### src/xcrc_pkg.sv
// Shared types, constants and the CRC byte update for the XMODEM-CRC block receiver.
`default_nettype none

package xcrc_pkg;

    // Payload sizes announced by SOH and STX headers
    localparam int unsigned SHORT_PAYLOAD = 128;
    localparam int unsigned LONG_PAYLOAD  = 1024;
    localparam int unsigned COUNT_W       = $clog2(LONG_PAYLOAD + 1);

    // Depth of the queue between front and back
    localparam int unsigned Q_DEPTH = 2;
    localparam int unsigned Q_PTR_W = $clog2(Q_DEPTH);
    localparam int unsigned Q_CNT_W = $clog2(Q_DEPTH + 1);

    // Link bytes
    localparam logic [7:0] B_SOH = 8'h01;
    localparam logic [7:0] B_STX = 8'h02;
    localparam logic [7:0] B_EOT = 8'h04;
    localparam logic [7:0] B_ACK = 8'h06;
    localparam logic [7:0] B_NAK = 8'h15;
    localparam logic [7:0] B_CR  = 8'h0D;
    localparam logic [7:0] B_LF  = 8'h0A;
    localparam logic [7:0] B_C   = 8'h43;

    // Sum of block number and its inverse in a sound header
    localparam logic [8:0] NUM_INV_SUM = 9'd255;

    // CRC-16/XMODEM generator
    localparam logic [15:0] CRC_POLY = 16'h1021;

    // Block verdicts
    localparam logic [1:0] VERDICT_COMMIT = 2'd0;
    localparam logic [1:0] VERDICT_DUP    = 2'd1;
    localparam logic [1:0] VERDICT_BADCRC = 2'd2;

    typedef struct packed {
        logic [7:0] rx_byte;
        logic       new_session;
    } t_in_item;

    typedef struct packed {
        logic       reply_valid;
        logic [7:0] reply_byte;
        logic       name_valid;
        logic [7:0] name_byte;
        logic       name_end;
        logic       data_valid;
        logic [7:0] data_byte;
        logic       block_end;
        logic [1:0] block_verdict;
        logic       drop;
        logic       done_res;
    } t_out_item;

    // Byte class worked out by the front
    typedef struct packed {
        logic is_cr;
        logic is_lf;
        logic is_soh;
        logic is_stx;
        logic is_eot;
    } t_class;

    // Entry of the queue between front and back
    typedef struct packed {
        logic [7:0] rx_byte;
        logic       new_session;
        t_class     cls;
    } t_q_item;

    typedef enum logic [7:0] {
        M_NAME    = 8'b0000_0001,
        M_HEADER  = 8'b0000_0010,
        M_NUMBER  = 8'b0000_0100,
        M_INVERSE = 8'b0000_1000,
        M_PAYLOAD = 8'b0001_0000,
        M_CRC_HI  = 8'b0010_0000,
        M_CRC_LO  = 8'b0100_0000,
        M_HALT    = 8'b1000_0000
    } t_mode;

    // Run one byte through CRC-16/XMODEM, MSB first
    function automatic logic [15:0] crc16_byte(input logic [15:0] crc_in,
                                               input logic [7:0]  data);
        logic [15:0] crc;
        crc = crc_in ^ {data, 8'h00};
        for (int i = 0; i < 8; i++) begin
            if (crc[15]) begin
                crc = {crc[14:0], 1'b0} ^ CRC_POLY;
            end else begin
                crc = {crc[14:0], 1'b0};
            end
        end
        return crc;
    endfunction

endpackage

`default_nettype wire

### src/xcrc_front.sv
// Front: accepts received bytes, classifies them and pushes them into the queue.
`default_nettype none

module xcrc_front (
    input  wire                i_clk,
    input  wire                i_rst_n,
    input  wire                i_in_valid,
    output logic               o_in_stall,
    input  xcrc_pkg::t_in_item i_in_data,
    input  wire                i_q_full,
    output logic               o_q_push,
    output xcrc_pkg::t_q_item  o_q_item
);

    xcrc_pkg::t_class cls;

    // Classify the byte against the protocol characters
    always_comb begin
        cls.is_cr  = (i_in_data.rx_byte == xcrc_pkg::B_CR);
        cls.is_lf  = (i_in_data.rx_byte == xcrc_pkg::B_LF);
        cls.is_soh = (i_in_data.rx_byte == xcrc_pkg::B_SOH);
        cls.is_stx = (i_in_data.rx_byte == xcrc_pkg::B_STX);
        cls.is_eot = (i_in_data.rx_byte == xcrc_pkg::B_EOT);
    end

    // Hold off the sender only while the queue is full
    assign o_in_stall           = i_q_full;
    assign o_q_push             = i_in_valid && !i_q_full;
    assign o_q_item.rx_byte     = i_in_data.rx_byte;
    assign o_q_item.new_session = i_in_data.new_session;
    assign o_q_item.cls         = cls;

    // A transfer must never be pushed into a full queue
    a_no_push_full: assert property (@(posedge i_clk) disable iff (!i_rst_n)
        i_q_full |-> !o_q_push)
        else $error("front pushed into a full queue");

endmodule

`default_nettype wire

### src/xcrc_queue.sv
// Short queue that decouples the front from the back.
`default_nettype none

module xcrc_queue (
    input  wire                 i_clk,
    input  wire                 i_rst_n,
    input  wire                 i_push,
    input  xcrc_pkg::t_q_item   i_item,
    input  wire                 i_pop,
    output logic                o_full,
    output logic                o_valid,
    output xcrc_pkg::t_q_item   o_item
);

    xcrc_pkg::t_q_item                  r_slot [xcrc_pkg::Q_DEPTH];
    logic [xcrc_pkg::Q_PTR_W-1:0]       r_wr_ptr, n_wr_ptr;
    logic [xcrc_pkg::Q_PTR_W-1:0]       r_rd_ptr, n_rd_ptr;
    logic [xcrc_pkg::Q_CNT_W-1:0]       r_count, n_count;

    assign o_full  = (r_count == xcrc_pkg::Q_CNT_W'(xcrc_pkg::Q_DEPTH));
    assign o_valid = (r_count != '0);
    assign o_item  = r_slot[r_rd_ptr];

    // Advance pointers and occupancy
    always_comb begin
        n_wr_ptr = r_wr_ptr;
        n_rd_ptr = r_rd_ptr;
        n_count  = r_count;
        if (i_push) begin
            n_wr_ptr = (r_wr_ptr == xcrc_pkg::Q_PTR_W'(xcrc_pkg::Q_DEPTH - 1))
                       ? '0 : r_wr_ptr + 1'b1;
        end
        if (i_pop) begin
            n_rd_ptr = (r_rd_ptr == xcrc_pkg::Q_PTR_W'(xcrc_pkg::Q_DEPTH - 1))
                       ? '0 : r_rd_ptr + 1'b1;
        end
        if (i_push && !i_pop) begin
            n_count = r_count + xcrc_pkg::Q_CNT_W'(1);
        end else if (i_pop && !i_push) begin
            n_count = r_count - xcrc_pkg::Q_CNT_W'(1);
        end
    end

    always_ff @(posedge i_clk) begin
        if (!i_rst_n) begin
            r_wr_ptr <= '0;
            r_rd_ptr <= '0;
            r_count  <= '0;
        end else begin
            r_wr_ptr <= n_wr_ptr;
            r_rd_ptr <= n_rd_ptr;
            r_count  <= n_count;
        end
    end

    // Store the pushed entry
    always_ff @(posedge i_clk) begin
        if (i_push) begin
            r_slot[r_wr_ptr] <= i_item;
        end
    end

    a_no_pop_empty: assert property (@(posedge i_clk) disable iff (!i_rst_n)
        (r_count == '0) |-> !i_pop)
        else $error("queue popped while empty");

    a_count_bound: assert property (@(posedge i_clk) disable iff (!i_rst_n)
        r_count <= xcrc_pkg::Q_CNT_W'(xcrc_pkg::Q_DEPTH))
        else $error("queue occupancy beyond its depth");

endmodule

`default_nettype wire

### src/xcrc_back.sv
// Back: protocol sequencer, CRC check and result register.
`default_nettype none

module xcrc_back (
    input  wire                 i_clk,
    input  wire                 i_rst_n,
    input  wire                 i_q_valid,
    input  xcrc_pkg::t_q_item   i_q_item,
    output logic                o_q_pop,
    output logic                o_out_valid,
    input  wire                 i_out_stall,
    output xcrc_pkg::t_out_item o_out_data
);

    xcrc_pkg::t_mode                r_mode, n_mode;
    logic [xcrc_pkg::COUNT_W-1:0]   r_byte_count, n_byte_count;
    logic [xcrc_pkg::COUNT_W-1:0]   cnt_inc, size;
    logic                           r_long_block, n_long_block;
    logic [7:0]                     r_last_good, n_last_good;
    logic [7:0]                     r_hdr_num, n_hdr_num;
    logic [7:0]                     r_hdr_inv, n_hdr_inv;
    logic [15:0]                    r_crc, n_crc;
    logic [7:0]                     r_crc_hi, n_crc_hi;
    logic [7:0]                     r_held_byte, n_held_byte;
    logic                           r_held_cr, n_held_cr;
    logic                           r_held_valid, n_held_valid;
    logic                           r_out_valid;
    xcrc_pkg::t_out_item            r_out_data, res;
    logic [8:0]                     num_inv_sum;
    logic [7:0]                     b;

    // Take the next entry when the result register is free or being drained
    assign o_q_pop     = i_q_valid && (!r_out_valid || !i_out_stall);
    assign o_out_valid = r_out_valid;
    assign o_out_data  = r_out_data;

    assign b           = i_q_item.rx_byte;
    assign cnt_inc     = r_byte_count + xcrc_pkg::COUNT_W'(1);
    assign size        = r_long_block ? xcrc_pkg::COUNT_W'(xcrc_pkg::LONG_PAYLOAD)
                                      : xcrc_pkg::COUNT_W'(xcrc_pkg::SHORT_PAYLOAD);
    assign num_inv_sum = {1'b0, r_hdr_num} + {1'b0, r_hdr_inv};

    // Sequence the protocol one byte at a time
    always_comb begin
        n_mode       = r_mode;
        n_byte_count = r_byte_count;
        n_long_block = r_long_block;
        n_last_good  = r_last_good;
        n_hdr_num    = r_hdr_num;
        n_hdr_inv    = r_hdr_inv;
        n_crc        = r_crc;
        n_crc_hi     = r_crc_hi;
        n_held_byte  = r_held_byte;
        n_held_cr    = r_held_cr;
        n_held_valid = r_held_valid;
        res          = '0;
        if (o_q_pop) begin
            if (i_q_item.new_session) begin
                n_mode       = xcrc_pkg::M_NAME;
                n_byte_count = '0;
                n_long_block = 1'b0;
                n_last_good  = '0;
                n_hdr_num    = '0;
                n_hdr_inv    = '0;
                n_crc        = '0;
                n_crc_hi     = '0;
                n_held_byte  = '0;
                n_held_cr    = 1'b0;
                n_held_valid = 1'b0;
            end else begin
                unique case (r_mode)
                    xcrc_pkg::M_NAME: begin
                        if (r_held_valid && r_held_cr && i_q_item.cls.is_lf) begin
                            res.reply_valid = 1'b1;
                            res.reply_byte  = xcrc_pkg::B_C;
                            res.name_end    = 1'b1;
                            n_held_valid    = 1'b0;
                            n_held_byte     = '0;
                            n_held_cr       = 1'b0;
                            n_mode          = xcrc_pkg::M_HEADER;
                        end else begin
                            // Forward the held character, hold this one
                            res.name_valid = r_held_valid;
                            res.name_byte  = r_held_valid ? r_held_byte : 8'h00;
                            n_held_byte    = b;
                            n_held_cr      = i_q_item.cls.is_cr;
                            n_held_valid   = 1'b1;
                        end
                    end
                    xcrc_pkg::M_HEADER: begin
                        priority if (i_q_item.cls.is_eot) begin
                            res.reply_valid = 1'b1;
                            res.reply_byte  = xcrc_pkg::B_ACK;
                            res.done_res    = 1'b1;
                            n_mode          = xcrc_pkg::M_HALT;
                        end else if (i_q_item.cls.is_soh || i_q_item.cls.is_stx) begin
                            n_long_block = i_q_item.cls.is_stx;
                            n_byte_count = '0;
                            n_crc        = '0;
                            n_mode       = xcrc_pkg::M_NUMBER;
                        end else begin
                            res.drop = 1'b1;
                            n_mode   = xcrc_pkg::M_HALT;
                        end
                    end
                    xcrc_pkg::M_NUMBER: begin
                        n_hdr_num = b;
                        n_mode    = xcrc_pkg::M_INVERSE;
                    end
                    xcrc_pkg::M_INVERSE: begin
                        n_hdr_inv = b;
                        n_mode    = xcrc_pkg::M_PAYLOAD;
                    end
                    xcrc_pkg::M_PAYLOAD: begin
                        res.data_valid = 1'b1;
                        res.data_byte  = b;
                        n_crc          = xcrc_pkg::crc16_byte(r_crc, b);
                        n_byte_count   = cnt_inc;
                        if (cnt_inc >= size) begin
                            n_mode = xcrc_pkg::M_CRC_HI;
                        end
                    end
                    xcrc_pkg::M_CRC_HI: begin
                        n_crc_hi = b;
                        n_mode   = xcrc_pkg::M_CRC_LO;
                    end
                    xcrc_pkg::M_CRC_LO: begin
                        // Inverse first, then CRC, then the block number
                        priority if (num_inv_sum != xcrc_pkg::NUM_INV_SUM) begin
                            res.drop = 1'b1;
                            n_mode   = xcrc_pkg::M_HALT;
                        end else if ({r_crc_hi, b} != r_crc) begin
                            res.reply_valid   = 1'b1;
                            res.reply_byte    = xcrc_pkg::B_NAK;
                            res.block_end     = 1'b1;
                            res.block_verdict = xcrc_pkg::VERDICT_BADCRC;
                            n_mode            = xcrc_pkg::M_HEADER;
                        end else if (r_hdr_num == r_last_good) begin
                            res.reply_valid   = 1'b1;
                            res.reply_byte    = xcrc_pkg::B_ACK;
                            res.block_end     = 1'b1;
                            res.block_verdict = xcrc_pkg::VERDICT_DUP;
                            n_mode            = xcrc_pkg::M_HEADER;
                        end else if (r_hdr_num != r_last_good + 8'd1) begin
                            res.drop = 1'b1;
                            n_mode   = xcrc_pkg::M_HALT;
                        end else begin
                            n_last_good       = r_hdr_num;
                            res.reply_valid   = 1'b1;
                            res.reply_byte    = xcrc_pkg::B_ACK;
                            res.block_end     = 1'b1;
                            res.block_verdict = xcrc_pkg::VERDICT_COMMIT;
                            n_mode            = xcrc_pkg::M_HEADER;
                        end
                        n_byte_count = '0;
                    end
                    xcrc_pkg::M_HALT: begin
                        n_mode = xcrc_pkg::M_HALT;
                    end
                    default: begin
                        n_mode = xcrc_pkg::M_HALT;
                    end
                endcase
            end
        end
    end

    // Protocol state
    always_ff @(posedge i_clk) begin
        if (!i_rst_n) begin
            r_mode       <= xcrc_pkg::M_NAME;
            r_byte_count <= '0;
            r_long_block <= 1'b0;
            r_last_good  <= '0;
            r_hdr_num    <= '0;
            r_hdr_inv    <= '0;
            r_crc        <= '0;
            r_crc_hi     <= '0;
            r_held_byte  <= '0;
            r_held_cr    <= 1'b0;
            r_held_valid <= 1'b0;
        end else begin
            r_mode       <= n_mode;
            r_byte_count <= n_byte_count;
            r_long_block <= n_long_block;
            r_last_good  <= n_last_good;
            r_hdr_num    <= n_hdr_num;
            r_hdr_inv    <= n_hdr_inv;
            r_crc        <= n_crc;
            r_crc_hi     <= n_crc_hi;
            r_held_byte  <= n_held_byte;
            r_held_cr    <= n_held_cr;
            r_held_valid <= n_held_valid;
        end
    end

    // Result register: load on a pop, drop the valid once the transfer is taken
    always_ff @(posedge i_clk) begin
        if (!i_rst_n) begin
            r_out_valid <= 1'b0;
        end else if (o_q_pop) begin
            r_out_valid <= 1'b1;
        end else if (!i_out_stall) begin
            r_out_valid <= 1'b0;
        end
    end

    always_ff @(posedge i_clk) begin
        if (o_q_pop) begin
            r_out_data <= res;
        end
    end

    a_verdict_has_reply: assert property (@(posedge i_clk) disable iff (!i_rst_n)
        (r_out_valid && r_out_data.block_end) |-> r_out_data.reply_valid)
        else $error("block verdict without a reply");

    a_drop_silent: assert property (@(posedge i_clk) disable iff (!i_rst_n)
        (r_out_valid && r_out_data.drop) |-> (!r_out_data.reply_valid && !r_out_data.block_end))
        else $error("session drop carried a reply or verdict");

    a_count_bound: assert property (@(posedge i_clk) disable iff (!i_rst_n)
        r_byte_count <= xcrc_pkg::COUNT_W'(xcrc_pkg::LONG_PAYLOAD))
        else $error("payload counter ran past the long block size");

endmodule

`default_nettype wire

### src/xmodem_crc_block_receiver_top.sv
// Top level of the XMODEM-CRC block receiver: front, queue and back.
// Each received byte (or new_session request) yields exactly one result transfer.
// The block takes one byte per clock and sustains that rate as long as the result side
// keeps up; the combinational CRC-16 byte update and header sequencer in the back stage
// set that figure. A byte's result is registered twice on its way out: first in the
// two-entry queue, then in the result register. When the result side stalls, the queue
// and the result register hold up to three bytes between them, and the input stall
// rises once the queue is full.
// New_session returns the receiver to file-name collection and gives an all-zero result.
`default_nettype none

module xmodem_crc_block_receiver_top (
    input  wire                 i_clk,
    input  wire                 i_rst_n,
    input  wire                 i_in_valid,
    output logic                o_in_stall,
    input  xcrc_pkg::t_in_item  i_in_data,
    output logic                o_out_valid,
    input  wire                 i_out_stall,
    output xcrc_pkg::t_out_item o_out_data
);

    logic              q_full;
    logic              q_push;
    logic              q_pop;
    logic              q_valid;
    xcrc_pkg::t_q_item q_in_item;
    xcrc_pkg::t_q_item q_out_item;

    xcrc_front u_front (
        .i_clk      (i_clk),
        .i_rst_n    (i_rst_n),
        .i_in_valid (i_in_valid),
        .o_in_stall (o_in_stall),
        .i_in_data  (i_in_data),
        .i_q_full   (q_full),
        .o_q_push   (q_push),
        .o_q_item   (q_in_item)
    );

    xcrc_queue u_queue (
        .i_clk   (i_clk),
        .i_rst_n (i_rst_n),
        .i_push  (q_push),
        .i_item  (q_in_item),
        .i_pop   (q_pop),
        .o_full  (q_full),
        .o_valid (q_valid),
        .o_item  (q_out_item)
    );

    xcrc_back u_back (
        .i_clk       (i_clk),
        .i_rst_n     (i_rst_n),
        .i_q_valid   (q_valid),
        .i_q_item    (q_out_item),
        .o_q_pop     (q_pop),
        .o_out_valid (o_out_valid),
        .i_out_stall (i_out_stall),
        .o_out_data  (o_out_data)
    );

endmodule

`default_nettype wire
### config.mk
export PLATFORM = sky130hd
export DESIGN_NAME = xmodem_crc_block_receiver_top
export DESIGN_NICKNAME = d
export VERILOG_FILES = /design/src/xcrc_pkg.sv /design/src/xcrc_front.sv /design/src/xcrc_queue.sv /design/src/xcrc_back.sv /design/src/xmodem_crc_block_receiver_top.sv
export SDC_FILE = /design/constraint.sdc
export NUM_CORES = 1
export LEC_CHECK = 0
export BUFFER_PORTS_ARGS = -buffer_cell sky130_fd_sc_hd__buf_2
export CAP_MARGIN = 20
export CELL_PAD_IN_SITES_DETAIL_PLACEMENT = 0
export CELL_PAD_IN_SITES_GLOBAL_PLACEMENT = 1
export CORE_MARGIN = 3
export CORE_UTILIZATION = 37
export CTS_CLUSTER_SIZE = 40
export DETAILED_ROUTE_END_ITERATION = 8
export PLACE_DENSITY = 0.73
export SLEW_MARGIN = 10
export SYNTH_ARGS = -nofsm -noshare
export SYNTH_HDL_FRONTEND = slang
export SYNTH_SLANG_ARGS = --single-unit
### constraint.sdc
create_clock -name i_clk -period 9.4 [get_ports i_clk]
set_clock_uncertainty 0.2 [all_clocks]
set_input_delay 2.82 -clock i_clk [delete_from_list [all_inputs] [get_ports i_clk]]
set_output_delay 2.82 -clock i_clk [all_outputs]
set_load 0.01 [all_outputs]
After elaboration in Yosys (flattened, before gate mapping). Memory sizes are Yosys's and may differ from the RTL's. A register that Yosys moved wholly into a read port is not among the register bits. Index checks and enable logic that the tools add are counted.

Register bits: 116. RAM bits: 28. Input port bits: 13. Output and inout port bits: 35. Word-level logic and storage cells: 220. Memories kept: 1.

Memories: u_queue.r_slot (depth 2, width 14, rd ports 1, clocked after Yosys merged registers in 1, wr ports 1, line xcrc_queue.sv:15) `xcrc_pkg::t_q_item r_slot [xcrc_pkg::Q_DEPTH];`.

Add/subtract/negate cells: 7. Magnitude comparators: 1. Eq/ne operators: 27. Mux-type cells: 103. Bitwise gates (word level): 14. Reductions and logical operators: 40.

Operators by type and width (number): two-way mux 16 bit (24); two-way mux 8 bit (24); two-way mux 13 bit (8); two-way mux 9 bit (7); case mux 8 bit (7 select lines) (1); two-way mux 11 bit (4); case mux 11 bit (3 select lines) (1); case mux 16 bit (2 select lines) (1); case mux 9 bit (3 select lines) (1); two-way mux 1 bit (26); == test 8 x 4 -> 1 bit (second input constant) (3); inverter 3 bit (8); nonzero test 2 bit (9); == test 8 x 1 -> 1 bit (second input constant) (2); == test 8 x 2 -> 1 bit (second input constant) (2); == test 8 x 3 -> 1 bit (second input constant) (2); inequality test 16 bit (1); bitwise XOR 16 bit (1); AND reduction 4 bit (3); adder 11 x 1 -> 11 bit (second input constant) (1); >= comparator 11 bit (1); adder 8 x 8 -> 9 bit (1); two-way mux 3 bit (3); inequality test 3 x 2 -> 1 bit (second input constant) (3); other kinds (28) (55).

Depth between registers and ports, before layout. Gate-level depths: netlist of the first run.

Depth after elaboration: 40. Gate-level depth with buffers: 14. Depth with buffers taken out: 12.

Cells and area by module. From an unflattened synthesis of the first run, not the netlist that was laid out.

Cells, all modules: 688. Area, all modules: 7038.0 um^2.

Modules (own cells, without submodules): xcrc_back (times used 1, cells an instance 601, area each 5661.7 um^2, seq. area each 2482.4 um^2); xcrc_queue (times used 1, cells an instance 65, area each 1227.4 um^2, seq. area each 940.9 um^2); xcrc_front (times used 1, cells an instance 22, area each 148.9 um^2, seq. area each 0.0 um^2).

Worst setup path after synthesis of the first run. No wires, ideal clock.

Kind: input port to flip-flop. From: in i_out_stall. To: reg u_back.r_held_byte[7]. Setup time: 0.059 ns. Arrival time: 4.972 ns. Data required time: 9.141 ns. Slack: 4.169 ns. Cell stages on the path: 8. Path through: nand2_1 o21ai_2 clkinv_1 o21ai_1 clkbuf_1 nand2_1 o21ai_0 and2_1.

Cells in the longest elaborated chain, start to end: 4.

Ends and longest elaborated chain: start: declaration (line xmodem_crc_block_receiver_top.sv:19) `input wire i_out_stall,`; logical NOT 1 bit (line xcrc_back.sv:33) `assign o_q_pop = i_q_valid && (!r_out_valid || !i_out_stall);`; logical OR 1 bit (line xcrc_back.sv:33); logical AND 1 bit (line xcrc_back.sv:33); named net q_pop (line xmodem_crc_block_receiver_top.sv:25) `logic q_pop;`; AND reduction 2 bit (no line); end signal: assignment (line xcrc_back.sv:191) `r_held_byte <= n_held_byte;`; end: declaration (line xcrc_back.sv:24) `logic [7:0] r_held_byte, n_held_byte;`.

The timed path passes the listed nets, and every way through them passes these cells. A chain may end at the register's enable or synchronous reset.

Final worst setup path of the first run.
From: in i_out_stall. To: reg u_back.r_byte_count[2] (netlist bit).

Cells in the longest elaborated chain, start to end: 4.

Ends and longest elaborated chain: logical NOT 1 bit (line xcrc_back.sv:33); logical OR 1 bit (line xcrc_back.sv:33); logical AND 1 bit (line xcrc_back.sv:33); named net q_pop (line xmodem_crc_block_receiver_top.sv:25); AND reduction 4 bit (no line); end signal: assignment (line xcrc_back.sv:184) `r_byte_count <= n_byte_count;`; end: declaration (line xcrc_back.sv:16) `logic [xcrc_pkg::COUNT_W-1:0] r_byte_count, n_byte_count;`.

The timed path passes the listed nets, and every way through them passes these cells.

==> results of run 1 <==
[state kept, by name, summed over array words and instances, names as in the netlist, 11 cells and up, named ones only]
name / cells
u_back.o_out_data: 30
u_back.r_byte_count: 11
u_back.r_crc: 16
u_queue.r_slot: 28
[area by class of cell]
cell class / instances / area, um2 / area share
Timing Repair Buffer: 54 / 299 / 0.0374
Clock inverter: 11 / 118 / 0.0147
Multi-Input combinational cell: 484 / 3350 / 0.419
Sequential cell: 142 / 3420 / 0.428
Clock buffer: 21 / 460 / 0.0576
Tap cell: 229 / 287 / 0.0358
Inverter: 16 / 60.1 / 0.00751
[metrics by stage]
stage                     instance area, um2  instances   util  power (mW)
after floorplan                         7000        677      -        1.34
after global placement                  7390        922  0.405        1.52
after global routing                    8000        957  0.438        2.31
final                                   8000        957  0.438        2.19
after CTS                               7980        955  0.437        2.20
after detailed placement                7400        923  0.405        1.54
[routing by layer]
layer,up-vias,share of wire
li1,2521,-
met1,2440,0.49
met2,112,0.46
met3,19,0.041
met4,0,0.013
met5,-,0
[power by group]
group          switching [mW]  internal (mW)  leakage, nW
combinational           0.433          0.263         1.42
clock                   0.251          0.403        0.283
sequential             0.0721          0.767         1.24
[cells by family after synthesis]
logic type / count (synthesis) / share of synthesized area
simple gates: 249 / 0.201
flops: 142 / 0.489
compound gates: 118 / 0.117
xor+xnor: 62 / 0.0776
buf+inv: 51 / 0.0327
mux: 38 / 0.0558
fa+ha+maj: 14 / 0.0261
other cells: 1 / 0.000536
[worst max path at each step]
| stage | from | end | cells after the start |
|---|---|---|---|
| global placement | i_out_stall | u_back.r_byte_count[2] | 8 |
| floorplan | i_out_stall | u_back.r_held_byte[7] | 8 |
| finish | i_out_stall | u_back.r_byte_count[2] | 8 |
| detailed placement | i_out_stall | u_back.r_byte_count[2] | 8 |
| global route | i_out_stall | u_back.r_byte_count[2] | 8 |
| CTS | i_out_stall | u_back.r_byte_count[2] | 8 |
[cell usage in the layout, fill, tap and decap left out, types with 4 or more instances in the layout]
cell type	instances
o21ai_1	4
nor2_1	47
and2_1	8
a31oi_1	7
and3_1	14
or3_1	5
mux2i_1	34
inv_1	15
xor2_1	25
nor4_1	12
nor2b_1	55
nand2b_1	5
clkinv_2	5
nand3_1	13
nand2_1	34
ha_1	13
a21boi_0	5
nand4_1	4
clkbuf_16	17
nor3b_1	5
buf_2	44
a22oi_1	16
a21boi_1	4
and4_1	5
nand4b_1	5
xnor2_1	37
o21ai_0	17
nor3_1	18
a21oi_1	24
dfxtp_1	84
buf_4	9
edfxtp_1	58
a22o_1	8
[critical path: stages]
cell	delay [ns]
buf_2	0.10
nand2_1	0.08
o21ai_2	0.18
clkinv_1	0.08
buf_4	0.39
o21ai_1	0.40
or4_1	0.56
a21boi_0	0.16
[cell usage after synthesis (all sizes together) (3+ instances only)]
cell,count,area (um2)
a21boi,9,67.6
a21oi,27,146
a22o,8,70.1
a22oi,16,120
a31oi,7,43.8
and2,8,50.1
and3,15,95.1
and4,5,43.8
and4b,3,30.0
buf,12,82.6
clkbuf,23,86.3
dfxtp,84,1680
edfxtp,58,1740
ha,13,163
inv,15,56.3
mux2i,36,368
nand2,34,128
nand2b,5,31.3
nand3,14,75.1
nand3b,3,22.5
nand4,4,25.0
nand4b,5,43.8
nor2,47,176
nor2b,55,344
nor3,18,90.1
nor3b,5,37.5
nor4,13,87.6
nor4b,3,41.3
o21a,3,22.5
o21ai,22,114
or3,5,31.3
or4,4,33.8
xnor2,37,324
xor2,25,219
==> reports/qor.yml, run 1 <==
die:
  rows: 49
  die_h_um: 144
  dieArea_um2: 20600
  fp.dieW_um: 144
  coreArea_um2: 18300
  start_util: 0.383
  pin_count: 48
yosys:
  syn_area_um2: 7000
  yosysSeqAreaShare: 0.489
  ys.flop_type: "dfxtp_1"
  async_flop_share: 0
  avgSynthCellArea_um2: 10.4
  synth-edff-count: 58
  ys_ff_latch: 142
  yosysWarnings: 0
  syn_inst: 675
  synth_cell_type_count: 74
timing:
  slew_headroom: 0.369
  tns_ns: 0
  clock.fmax_mhz: 216
  period_needed_ns: 4.64
  whs_ns: 0.305
  setup_viol: 0
  final.period_utilization: 0.494
  rsz0062_at_grt: "no"
  hold_viol_final: 0
  slew_viol_final: 0
  worst_slew_pin_slew_ns: 0.920
  setup_ws_ns: 4.76
cells_and_area:
  nNetsFinal: 742
  antenna_cells: 0
  area_growth_pct: 14.3
  layout-drive-gt1-share: 0.140
  fillers: 1710
power:
  powerDensity_nw_per_um2: 274
  ir_drop_uv: 200
  p_leak_nw: 2.94
global_routing:
  grt_max_degree: 81
  first_global_vias: 5067
  use_met2: 0.252
  antenna_found_initial: 0
  busiest_layer: "met2"
  grt.total_usage: 0.161
  grt_use_met3: 0.0389
  gr-total-overflow: 0
  grt_pass1_wl_um: 26200
  use_met1: 0.224
worst_setup_path:
  start_kind: "input pin"
  cp.required_ns: 9.54
  crit_arrival_ns: 4.78
  crit_path_max_fanout: 37
  worstSetupPathType: "in -> reg"
  end_kind: "flop"
  r2r_end: "u_back.o_out_data[32]"
  reg2reg_slack_ns: 5.54
  rr_worst_depth: 7
route:
  drc: 0
  first_pass_iters: 5
  num_vias: 5092
  wl_per_cell_um: 16.7
  drt_iter0_drc: 346
  drtAntennaViolNets: 0
  routed_wl_um: 16000
  via_per_inst: 5.32
placement:
  portBuffers: 44
  dpl_worst_slack_ns: 4.31
  hpwl_um: 11200
  gp_congestion: 0.893
min_path:
  min_path_type: "reg -> reg"
  whs_path_depth: 2
  hold-path-endpoint: "u_back.r_held_byte[2]"
  hp-start: "u_back.r_held_byte[2]"
clocking:
  cts_resized: 0
  clkTransAtPathRegs_ns: 0.06
  cts_setup_buffers: 0
  cts_buffers: 17
  clock-root-buffer: "clkbuf_16"
  htreeDepth: 4
  clock-sinks: 142
  cts_tree: "done"
  clock_path_buffers: 2
  hold_buffers: 0
  insertion_delay_ns: 0.42
run:
  drv_cap: 0
status:
  outcome: "completed"
No activity file was read; power rests on OpenSTA's default activity.
==> inputs of run 2 (changes only) <==
- clock period: 9.4 -> 4.6 ns (I/O delays scaled with it)
==> reports/qor.yml, run 2 (synthesis gave the netlist of run 1 again) <==
status:
  outcome: "completed"
power:
  ir_drop_uv: 318
  power_mw: 4.48
  p_leak_nw: 2.93
  powerDensity_nw_per_um2: 561
route:
  num_vias: 5191
  drt_iter0_drc: 440
  wl_per_cell_um: 16.8
  via_per_inst: 5.42
  drc: 0
  drtAntennaViolNets: 0
  routed_wl_um: 16100
  first_pass_iters: 5
die:
  coreArea_um2: 18300
  pin_count: 48
  rows: 49
  dieArea_um2: 20600
  start_util: 0.383
  die_h_um: 144
  fp.dieW_um: 144
placement:
  dpl_worst_slack_ns: 0.807
  portBuffers: 44
  hpwl_um: 11300
  gp_congestion: 0.868
global_routing:
  first_global_vias: 4929
  grt_max_degree: 47
  gr-total-overflow: 0
  antenna_found_initial: 0
  grt_pass1_wl_um: 26200
  grt.total_usage: 0.162
timing:
  hold_viol_final: 0
  whs_ns: 0.307
  rsz0062_at_grt: "no"
  slew_headroom: 0.328
  clock.fmax_mhz: 263
  period_needed_ns: 3.81
  final.period_utilization: 0.828
  worst_slew_pin_slew_ns: 0.979
  slew_viol_final: 0
  tns_ns: 0
  setup_ws_ns: 0.792
  setup_viol: 0
clocking:
  cts_setup_buffers: 0
  clock-sinks: 142
  hold_buffers: 0
  insertion_delay_ns: 0.43
  cts_resized: 0
  clock_path_buffers: 2
  clock-root-buffer: "clkbuf_16"
  cts_buffers: 17
  htreeDepth: 4
  cts_tree: "done"
  clkTransAtPathRegs_ns: 0.06
cells_and_area:
  nNetsFinal: 743
  layout-drive-gt1-share: 0.144
  antenna_cells: 0
  area_growth_pct: 14.2
  layout_commonest_cell: "dfxtp_1"
  largest_register_ffs: 30
  layout_common_cells: "dfxtp_1 (84), edfxtp_1 (58), nor2b_1 (55)"
worst_setup_path:
  start_kind: "flop"
  crit_arrival_ns: 3.79
  crit_chain: "mux2i_1, xnor2_1, nor4_1, nand3_1, a211oi_1, o22ai_1, a31o_2"
  reg2reg_slack_ns: 0.79
  critPathMaxStageDelay_ns: 0.93
  rr_worst_depth: 7
  crit_family: "flip-flops"
  timing.critical_path.slowest_stage_cell: "dfxtp_1"
  crit_path_max_fanout: 17
  cp.required_ns: 4.58
  r2r_end: "u_back.o_out_data[32]"
  worstSetupPathType: "reg -> reg"
  critPathBufInv: 0
  end_kind: "flop"
run:
  drv_cap: 0
min_path:
  hp-start: "u_back.r_byte_count[3]"
  whs_path_depth: 1
  min_path_type: "reg -> reg"
  hold-path-endpoint: "u_back.r_byte_count[3]"
[run 2: cell type report]
cell class                      count  area (um2)
Timing Repair Buffer               55         303
Inverter                           16        60.1
Clock buffer                       17         425
Multi-Input combinational cell    484        3350
Sequential cell                   142        3420
Fill cell                        1727       10300
Clock inverter                     15         139
Tap cell                          229         287
[run 2: per-stage QoR]
step / cells / util / instance area, um2
floorplan: 677 / - / 7000
global placement: 924 / 0.405 / 7410
detailed placement: 924 / 0.405 / 7410
CTS: 956 / 0.436 / 7970
global route: 958 / 0.437 / 7990
finish: 958 / 0.437 / 7990
[run 2: worst max-delay path by stage]
stage                     depth (start not counted)        start               endpoint  slack (ns)
after global placement                            7         flop  u_back.o_out_data[32]        0.83
final                                             7         flop  u_back.o_out_data[32]        0.79
after global routing                              7         flop  u_back.o_out_data[32]        0.53
after detailed placement                          7         flop  u_back.o_out_data[32]        0.81
after CTS                                         7         flop  u_back.o_out_data[32]        0.77
after floorplan                                   8  i_out_stall  u_back.r_held_byte[7]        0.81
[run 2: where the power goes]
group | total (mW) | switching [mW] | internal, mW
logic | 1.45 | 0.904 | 0.543
registers | 1.72 | 0.152 | 1.57
clock network | 1.32 | 0.603 | 0.717
[run 2: worst register-to-register path, cell delays in order, from the launching register on]
cell and delay, ns:
dfxtp_1 0.93, mux2i_1 0.87, xnor2_1 0.18, nor4_1 0.37
nand3_1 0.29, a211oi_1 0.32, o22ai_1 0.13, a31o_2 0.27
[run 2: routing by layer]
layer	global-route usage	vias up	share of wire
met5	0	-	0
met4	0.0505	0	0.012
met3	0.0396	13	0.042
met2	0.249	124	0.46
met1	0.226	2522	0.49
li1	-	2532	-
